File: src/rtl/core/aduc_pkg.sv
// package for the advertisement unique-address counter
// holds sizes, item types and the command type shared by front and back
// no dependencies
`default_nettype none

package aduc_pkg;

	localparam int SLOTS     = 64;
	localparam int SLOT_W    = (SLOTS > 1) ? $clog2(SLOTS) : 1;
	localparam int FILL_W    = SLOT_W + 1;
	localparam int ADDR_W    = 48;
	localparam int CNT_W     = 32;
	localparam int STR_W     = 8;
	localparam int CMD_DEPTH = 2;
	localparam int CMD_PTR_W = 1;
	localparam int CMD_CNT_W = CMD_PTR_W + 1;

	typedef struct packed {
		logic [ADDR_W-1:0]       device_address;
		logic signed [STR_W-1:0] signal_strength;
	} in_item_t;

	typedef struct packed {
		logic [CNT_W-1:0]        total_seen;
		logic [CNT_W-1:0]        unique_seen;
		logic signed [STR_W-1:0] latest_strength;
		logic                    was_new;
	} out_item_t;

	typedef struct packed {
		logic [ADDR_W-1:0]       device_address;
		logic signed [STR_W-1:0] signal_strength;
		logic [CNT_W-1:0]        total_seen;
	} cmd_t;

	typedef enum logic [2:0] {
		ST_IDLE = 3'b001,
		ST_SCAN = 3'b010,
		ST_DONE = 3'b100
	} back_state_t;

endpackage

`default_nettype wire

File: src/rtl/core/aduc_front.sv
// front end: accepts advertisements, counts them, queues commands
// depends on aduc_pkg
`default_nettype none

module aduc_front (
	input  wire logic              clk,
	input  wire logic              arst_n,
	input  wire logic              push,
	output logic                   full,
	input  wire aduc_pkg::in_item_t advert,
	output logic                   cmd_valid,
	input  wire logic              cmd_pop,
	output aduc_pkg::cmd_t         cmd
);
	import aduc_pkg::*;

	cmd_t                 cmd_q [CMD_DEPTH];
	logic [CMD_PTR_W-1:0] wr_ptr_q;
	logic [CMD_PTR_W-1:0] rd_ptr_q;
	logic [CMD_CNT_W-1:0] count_q;
	logic [CNT_W-1:0]     total_q;
	logic                 wr_en;
	logic                 rd_en;

	assign full      = (count_q == CMD_CNT_W'(CMD_DEPTH));
	assign cmd_valid = (count_q != '0);
	assign wr_en     = push && !full;
	assign rd_en     = cmd_pop && cmd_valid;
	assign cmd       = cmd_q[rd_ptr_q];

	always_ff @(posedge clk or negedge arst_n) begin
		if (!arst_n) begin
			wr_ptr_q <= '0;
			rd_ptr_q <= '0;
			count_q  <= '0;
			total_q  <= '0;
		end else begin
			if (wr_en) begin
				wr_ptr_q <= wr_ptr_q + CMD_PTR_W'(1);
				total_q  <= total_q + CNT_W'(1);
			end
			if (rd_en) begin
				rd_ptr_q <= rd_ptr_q + CMD_PTR_W'(1);
			end
			if (wr_en && !rd_en) begin
				count_q <= count_q + CMD_CNT_W'(1);
			end else if (rd_en && !wr_en) begin
				count_q <= count_q - CMD_CNT_W'(1);
			end
		end
	end

	// command payload, no reset
	always_ff @(posedge clk) begin
		if (wr_en) begin
			cmd_q[wr_ptr_q].device_address  <= advert.device_address;
			cmd_q[wr_ptr_q].signal_strength <= advert.signal_strength;
			cmd_q[wr_ptr_q].total_seen      <= total_q + CNT_W'(1);
		end
	end

endmodule

`default_nettype wire

File: src/rtl/core/aduc_back.sv
// back end: scans the address table, counts unique addresses, holds the result
// depends on aduc_pkg
`default_nettype none

module aduc_back (
	input  wire logic            clk,
	input  wire logic            arst_n,
	input  wire logic            cmd_valid,
	output logic                 cmd_pop,
	input  wire aduc_pkg::cmd_t  cmd,
	output logic                 empty,
	input  wire logic            pop,
	output aduc_pkg::out_item_t  stats
);
	import aduc_pkg::*;

	logic [ADDR_W-1:0] addr_mem [SLOTS];

	back_state_t       state_q;
	cmd_t              cur_q;
	logic [FILL_W-1:0] filled_q;
	logic [FILL_W-1:0] issue_q;
	logic [FILL_W-1:0] fill_now;
	logic [ADDR_W-1:0] rd_data_s1;
	logic              rd_vld_s1;
	logic              rd_last_s1;
	logic              new_q;
	logic [CNT_W-1:0]  unique_q;
	logic [CNT_W-1:0]  unique_nxt;
	logic              out_vld_q;
	out_item_t         out_q;
	logic              issuing;
	logic              match;
	logic              scan_end;
	logic              out_free;
	logic              finish;
	logic              has_room;
	logic              wr_en;

	assign fill_now   = (unique_q < CNT_W'(SLOTS)) ? unique_q[FILL_W-1:0] : FILL_W'(SLOTS);
	assign issuing    = (state_q == ST_SCAN) && (issue_q < filled_q);
	assign match      = rd_vld_s1 && (rd_data_s1 == cur_q.device_address);
	assign scan_end   = match || (rd_vld_s1 && rd_last_s1);
	assign out_free   = !out_vld_q || pop;
	assign finish     = (state_q == ST_DONE) && out_free;
	assign has_room   = (unique_q < CNT_W'(SLOTS));
	assign wr_en      = finish && new_q && has_room;
	assign unique_nxt = unique_q + CNT_W'(new_q);
	assign cmd_pop    = (state_q == ST_IDLE) && cmd_valid;
	assign empty      = !out_vld_q;
	assign stats      = out_q;

	// table read pipeline and write port
	always_ff @(posedge clk) begin
		if (issuing) begin
			rd_data_s1 <= addr_mem[issue_q[SLOT_W-1:0]];
		end
		if (wr_en) begin
			addr_mem[unique_q[SLOT_W-1:0]] <= cur_q.device_address;
		end
	end

	always_ff @(posedge clk or negedge arst_n) begin
		if (!arst_n) begin
			state_q    <= ST_IDLE;
			filled_q   <= '0;
			issue_q    <= '0;
			rd_vld_s1  <= 1'b0;
			rd_last_s1 <= 1'b0;
			new_q      <= 1'b0;
			unique_q   <= '0;
			out_vld_q  <= 1'b0;
		end else begin
			unique case (state_q)
				ST_IDLE: begin
					rd_vld_s1 <= 1'b0;
					if (cmd_valid) begin
						filled_q <= fill_now;
						issue_q  <= '0;
						if (fill_now == '0) begin
							new_q   <= 1'b1;
							state_q <= ST_DONE;
						end else begin
							state_q <= ST_SCAN;
						end
					end
				end
				ST_SCAN: begin
					if (issuing) begin
						issue_q <= issue_q + FILL_W'(1);
					end
					rd_vld_s1  <= issuing && !scan_end;
					rd_last_s1 <= (issue_q == filled_q - FILL_W'(1));
					if (scan_end) begin
						new_q   <= !match;
						state_q <= ST_DONE;
					end
				end
				ST_DONE: begin
					rd_vld_s1 <= 1'b0;
					if (out_free) begin
						unique_q <= unique_nxt;
						state_q  <= ST_IDLE;
					end
				end
				default: begin
					state_q <= ST_IDLE;
				end
			endcase
			priority if (finish) begin
				out_vld_q <= 1'b1;
			end else if (pop) begin
				out_vld_q <= 1'b0;
			end else begin
				out_vld_q <= out_vld_q;
			end
		end
	end

	// command and result payload, no reset
	always_ff @(posedge clk) begin
		if (cmd_pop) begin
			cur_q <= cmd;
		end
		if (finish) begin
			out_q.total_seen      <= cur_q.total_seen;
			out_q.unique_seen     <= unique_nxt;
			out_q.latest_strength <= cur_q.signal_strength;
			out_q.was_new         <= new_q;
		end
	end

endmodule

`default_nettype wire

File: src/rtl/core/advert_unique_address_counter_unit.sv
// top level of the advertisement unique-address counter
// depends on aduc_pkg, aduc_front and aduc_back
`default_nettype none

// Each advertisement pushed in gives one result with the running total count,
// the unique count, its signal strength and a flag that tells whether its
// address matched none of the stored addresses. The front end takes a new
// advertisement whenever its two-entry command queue has room; the back end
// reads the stored addresses one per cycle from a single-port table, stops
// the scan early when an address matches and skips it with an empty table.
// A result waits in an output register until it is popped, while the next scan
// goes on. Addresses past the table size still count as unique but are not stored.
module advert_unique_address_counter_unit (
	input  wire logic               clk,
	input  wire logic               arst_n,
	input  wire logic               push,
	output logic                    full,
	input  wire aduc_pkg::in_item_t advert,
	output logic                    empty,
	input  wire logic               pop,
	output aduc_pkg::out_item_t     stats
);
	import aduc_pkg::*;

	logic cmd_valid;
	logic cmd_pop;
	cmd_t cmd;

	aduc_front u_front (
		.clk       (clk),
		.arst_n    (arst_n),
		.push      (push),
		.full      (full),
		.advert    (advert),
		.cmd_valid (cmd_valid),
		.cmd_pop   (cmd_pop),
		.cmd       (cmd)
	);

	aduc_back u_back (
		.clk       (clk),
		.arst_n    (arst_n),
		.cmd_valid (cmd_valid),
		.cmd_pop   (cmd_pop),
		.cmd       (cmd),
		.empty     (empty),
		.pop       (pop),
		.stats     (stats)
	);

`ifndef NO_ASSERTIONS
	// an accepted transfer lands in the command queue
	a_push_queued: assert property (@(posedge clk) disable iff (!arst_n)
		(push && !full) |=> cmd_valid)
		else $error("accepted advertisement missing from command queue");

	// a repeat can only be found once something was counted as unique
	a_repeat_needs_unique: assert property (@(posedge clk) disable iff (!arst_n)
		(!empty && !stats.was_new) |-> (stats.unique_seen != '0))
		else $error("repeat reported with zero unique count");

	// the back end never takes a command from an empty queue
	a_pop_valid: assert property (@(posedge clk) disable iff (!arst_n)
		cmd_pop |-> cmd_valid)
		else $error("command popped from empty queue");
`endif

endmodule

`default_nettype wire

File: config.mk
export PLATFORM = sky130hd
export DESIGN_NAME = advert_unique_address_counter_unit
export DESIGN_NICKNAME = d
export VERILOG_FILES = /design/src/rtl/core/aduc_pkg.sv /design/src/rtl/core/aduc_front.sv /design/src/rtl/core/aduc_back.sv /design/src/rtl/core/advert_unique_address_counter_unit.sv
export SDC_FILE = /design/constraint.sdc
export NUM_CORES = 2
export LEC_CHECK = 0
export BUFFER_PORTS_ARGS = -buffer_cell sky130_fd_sc_hd__buf_2
export CAP_MARGIN = 15
export CORE_ASPECT_RATIO = 2
export CORE_MARGIN = 2
export CORE_UTILIZATION = 36
export DETAILED_ROUTE_END_ITERATION = 8
export SYNTH_ARGS = -nofsm -noshare
export SYNTH_HDL_FRONTEND = slang
export SYNTH_HIERARCHICAL = 1
export SYNTH_SLANG_ARGS = --single-unit
export TNS_END_PERCENT = 5
File: constraint.sdc
create_clock -name clk -period 13.4 [get_ports clk]
set_input_delay 0.67 -clock clk [delete_from_list [all_inputs] [get_ports clk]]
set_output_delay 0.67 -clock clk [all_outputs]
set_load 0.01 [all_outputs]
==> flow_summary_export.csv <==
group,metric,value,unit
final_layout,mostFrequentLayoutCell,"edfxtp_1",
floorplanning,die_width,439,um
global_route,grt_pass1_vias,70100,
detailed_routing,wl_per_cell,33.2,um
run_status,violations,"design-rule violations",
critical_path,timing.rr.start,"u_back/state_q[2]",
synthesis,yosysSeqAreaShare,0.779,
clocking,cts_hold_buf,56,
clocking,cts_max_level,5,
global_route,antenna_found_initial,12,
sta,fin_crit,5.66,ns
floorplanning,io_pins,135,
synthesis,synth_edf_count,3457,
detailed_routing,antenna_left,0,
floorplanning,start_util,0.361,
final_layout,final_cell_mix,"edfxtp_1 (3457), mux4_2 (719), clkbuf_16 (317), mux2i_1 (243), buf_4 (237)",
floorplanning,fp.dieArea,383000,um2
sta,finalSetupViolations,0,
synthesis,netlist_area,136000,um2
critical_path,startpoint,"u_back/state_q[2]",
sta,max_slew.worst_pin.slew,1.20,ns
run_status,outcome,"finished with violations",
detailed_routing,num_vias,67000,
power_and_ir_drop,p_leak,47.3,nW
clocking,cts_tree,"yes",
power_and_ir_drop,p_clk_frac,0.312,
power_and_ir_drop,power_density,185,nW/um2
critical_path,crit_path_start_kind,"flip-flop",
placed_design,preCtsSetupSlack,7.90,ns
critical_path,cp-end-kind,"flip-flop",
synthesis,yosysUniqueCellTypes,68,
clocking,cts_resized,0,
power_and_ir_drop,combPwrFrac,0.187,
min_path,hold_class,"in -> reg",
placed_design,gp_congestion,0.868,
global_route,grt_overflow_total,0,
synthesis,syn_nets,6362,
power_and_ir_drop,p_int,20.6,mW
critical_path,cp_max_fo,33,
final_layout,design_area,154000,um2
sta,slew_violations,0,
critical_path,critical_path_class,"reg -> reg",
detailed_routing,drt_pre_antenna_iters,8,
final_layout,fill_cells,33000,
final_layout,synthToLayoutAreaGrowth,13.2,%
clocking,clk_latency,0.94,ns
placed_design,dpl_cell_area,144000,um2
floorplanning,die_h,874,um
detailed_routing,drtIter0Drc,7616,
global_route,grt_first_pass_wirelength,547,mm
clocking,path_clk_slew,0.07,ns
global_route,grt.total_usage,0.204,
sta,grt_setup_unrepaired,"no",
sta,fmax,177,MHz
detailed_routing,drc_errors,22,
critical_path,crit_required,13.90,ns
power_and_ir_drop,p_switching,7.90,mW
sta,slew_headroom,0.196,
sta,hold_violations,0,
detailed_routing,viasPerCell,5.62,
synthesis,ys_ff_latch,3546,
synthesis,synth-main-ff-cell,"edfxtp_1",
clocking,post_cts_buffers,0,
run,maxCapViolCount,0,
sta,finClkSkew,0.0931,ns
placed_design,io_buffers,134,
power_and_ir_drop,p_total,28.5,mW
synthesis,async_flop_share,0.0251,
detailed_routing,routed_wl,396,mm
power_and_ir_drop,power.share.switching,0.277,
power_and_ir_drop,ir_drop,0.000182,V
clocking,cts.sinks,3546,
power_and_ir_drop,power_frac_seq,0.501,
synthesis,ys_warn_count,6,
global_route,grt_max_degree,103,
clocking,clockBufferDepth,4,
min_path,min-delay-start,"advert[37]",
floorplanning,num_rows,319,
sta,timing.final.ws_setup,7.74,ns
synthesis,syn_avg_cell_area,21.6,um2
final_layout,drive_gt1_frac,0.257,
synthesis,syn-instance-count,6289,
sta,finalCritPeriodShare,0.423,
placed_design,hpwlAfterDp,246,mm
sta,setup_tns,0,ns
final_layout,layout.nets,6767,
critical_path,crit_arrival,6.16,ns
clocking,cts-root-buf,"clkbuf_16",
clocking,cts_made_buffers,314,
floorplanning,core_area,377000,um2
==> layer usage <==
layer  global-route usage  wire length (um)  vias to the layer above
li1                     -                 -                    27000
met1                0.220            130000                    36000
met2                0.376            214000                     3046
met3               0.0288             24900                      920
met4                0.119             26800                        2
met5                    0                13                        -
==> sequential cells by signal, summed over array words and instances, names as in the netlist, 2 cells and up <==
signal and flops:
u_front/cmd_q 176, u_back/rd_data_s1 48, u_back/unique_q 32, u_back/stats 73, u_back/state_q 3, u_back/issue_q 7, u_back/cur_q 88, u_front/count_q 2
u_back/addr_mem 3072, u_front/total_q 32, u_back/filled_q 7
==> path summary, 6_finish.rpt <==
path	end	slack [ns]	depth (start not counted)
setup / recovery	u_back/addr_mem[9][11]	7.74	6
hold / removal	u_front/cmd_q[0][69]	0.07	1
setup reg to reg	u_back/addr_mem[9][11]	7.74	6
hold reg to reg	u_back/stats[45]	0.42	0
max in group asynchronous	u_back/issue_q[5]	11.71	3
min in group asynchronous	u_front/total_q[8]	0.32	2
==> critical path: stages, from the launching register on <==
cell	delay (ns)
dfrtp_1	0.47
nor3b_1	0.52
nand2_1	0.42
nor3_2	1.05
nand4b_1	1.02
nor2_4	0.86
buf_4	0.79
==> cell families after synthesis <==
kind of cell	Yosys count	share of synthesized area
adders and majority gates	13	0.00120
AOI/OAI and AO/OA	456	0.0240
and+or+nand+nor	636	0.0227
muxes	1091	0.148
DFF	3546	0.779
buffers and inverters	364	0.0136
xor gates and xnor gates	183	0.0118
==> cell usage after synthesis (all sizes together), types with 16 or more instances <==
library cell | count | share of area
a211oi | 24 | 0.0013
edfxtp | 3457 | 0.76
mux2i | 243 | 0.018
nor2b | 17 | 0.00078
dfrtp | 88 | 0.016
clkbuf | 132 | 0.0037
inv | 16 | 0.00044
a21oi | 45 | 0.0017
mux4 | 719 | 0.12
xnor2 | 85 | 0.0055
xor2 | 98 | 0.0063
a22oi | 53 | 0.0029
nand3 | 54 | 0.0021
a2111oi | 25 | 0.0016
nor3 | 36 | 0.0015
nor4 | 25 | 0.0016
o221ai | 32 | 0.0021
o22ai | 50 | 0.0023
a311oi | 20 | 0.0013
buf | 213 | 0.0094
nor2 | 237 | 0.0065
a31oi | 28 | 0.0013
o21ai | 68 | 0.0025
nand4 | 40 | 0.0021
nand2b | 19 | 0.00087
nand2 | 152 | 0.0042
and3 | 16 | 0.00074
mux2 | 129 | 0.011
==> cell type report <==
type / count / area (um2) / area share
clock inverters: 168 / 1570 / 0.0102
well taps: 4975 / 6220 / 0.0404
clock buffers: 387 / 8210 / 0.0532
multi-input cells: 2379 / 28800 / 0.187
repair buffers: 434 / 3170 / 0.0205
diodes: 5 / 12.5 / 0.0000812
inverters: 19 / 88.8 / 0.000576
flip-flops and latches: 3546 / 106000 / 0.688
==> power by group through the flow <==
stage	registers [mW]	clock network (mW)	logic, mW
detailed placement	14.5	0	5.33
global route	14.3	9.40	5.61
floorplan	15.1	0	2.71
CTS	14.3	9.05	5.36
finish	14.3	8.89	5.32
global placement	14.5	0	5.22
==> per-stage QoR <==
stage           util  instances  hold slack (ns)
3_3_place_gp   0.381      11300            0.407
6_report       0.409      11900           0.0740
5_1_grt        0.409      11900           0.0511
3_5_place_dp   0.382      11300            0.405
4_1_cts        0.409      11900           0.0108
2_1_floorplan      -       6289            0.374
Note: power is estimated with default switching activity, not from simulation.
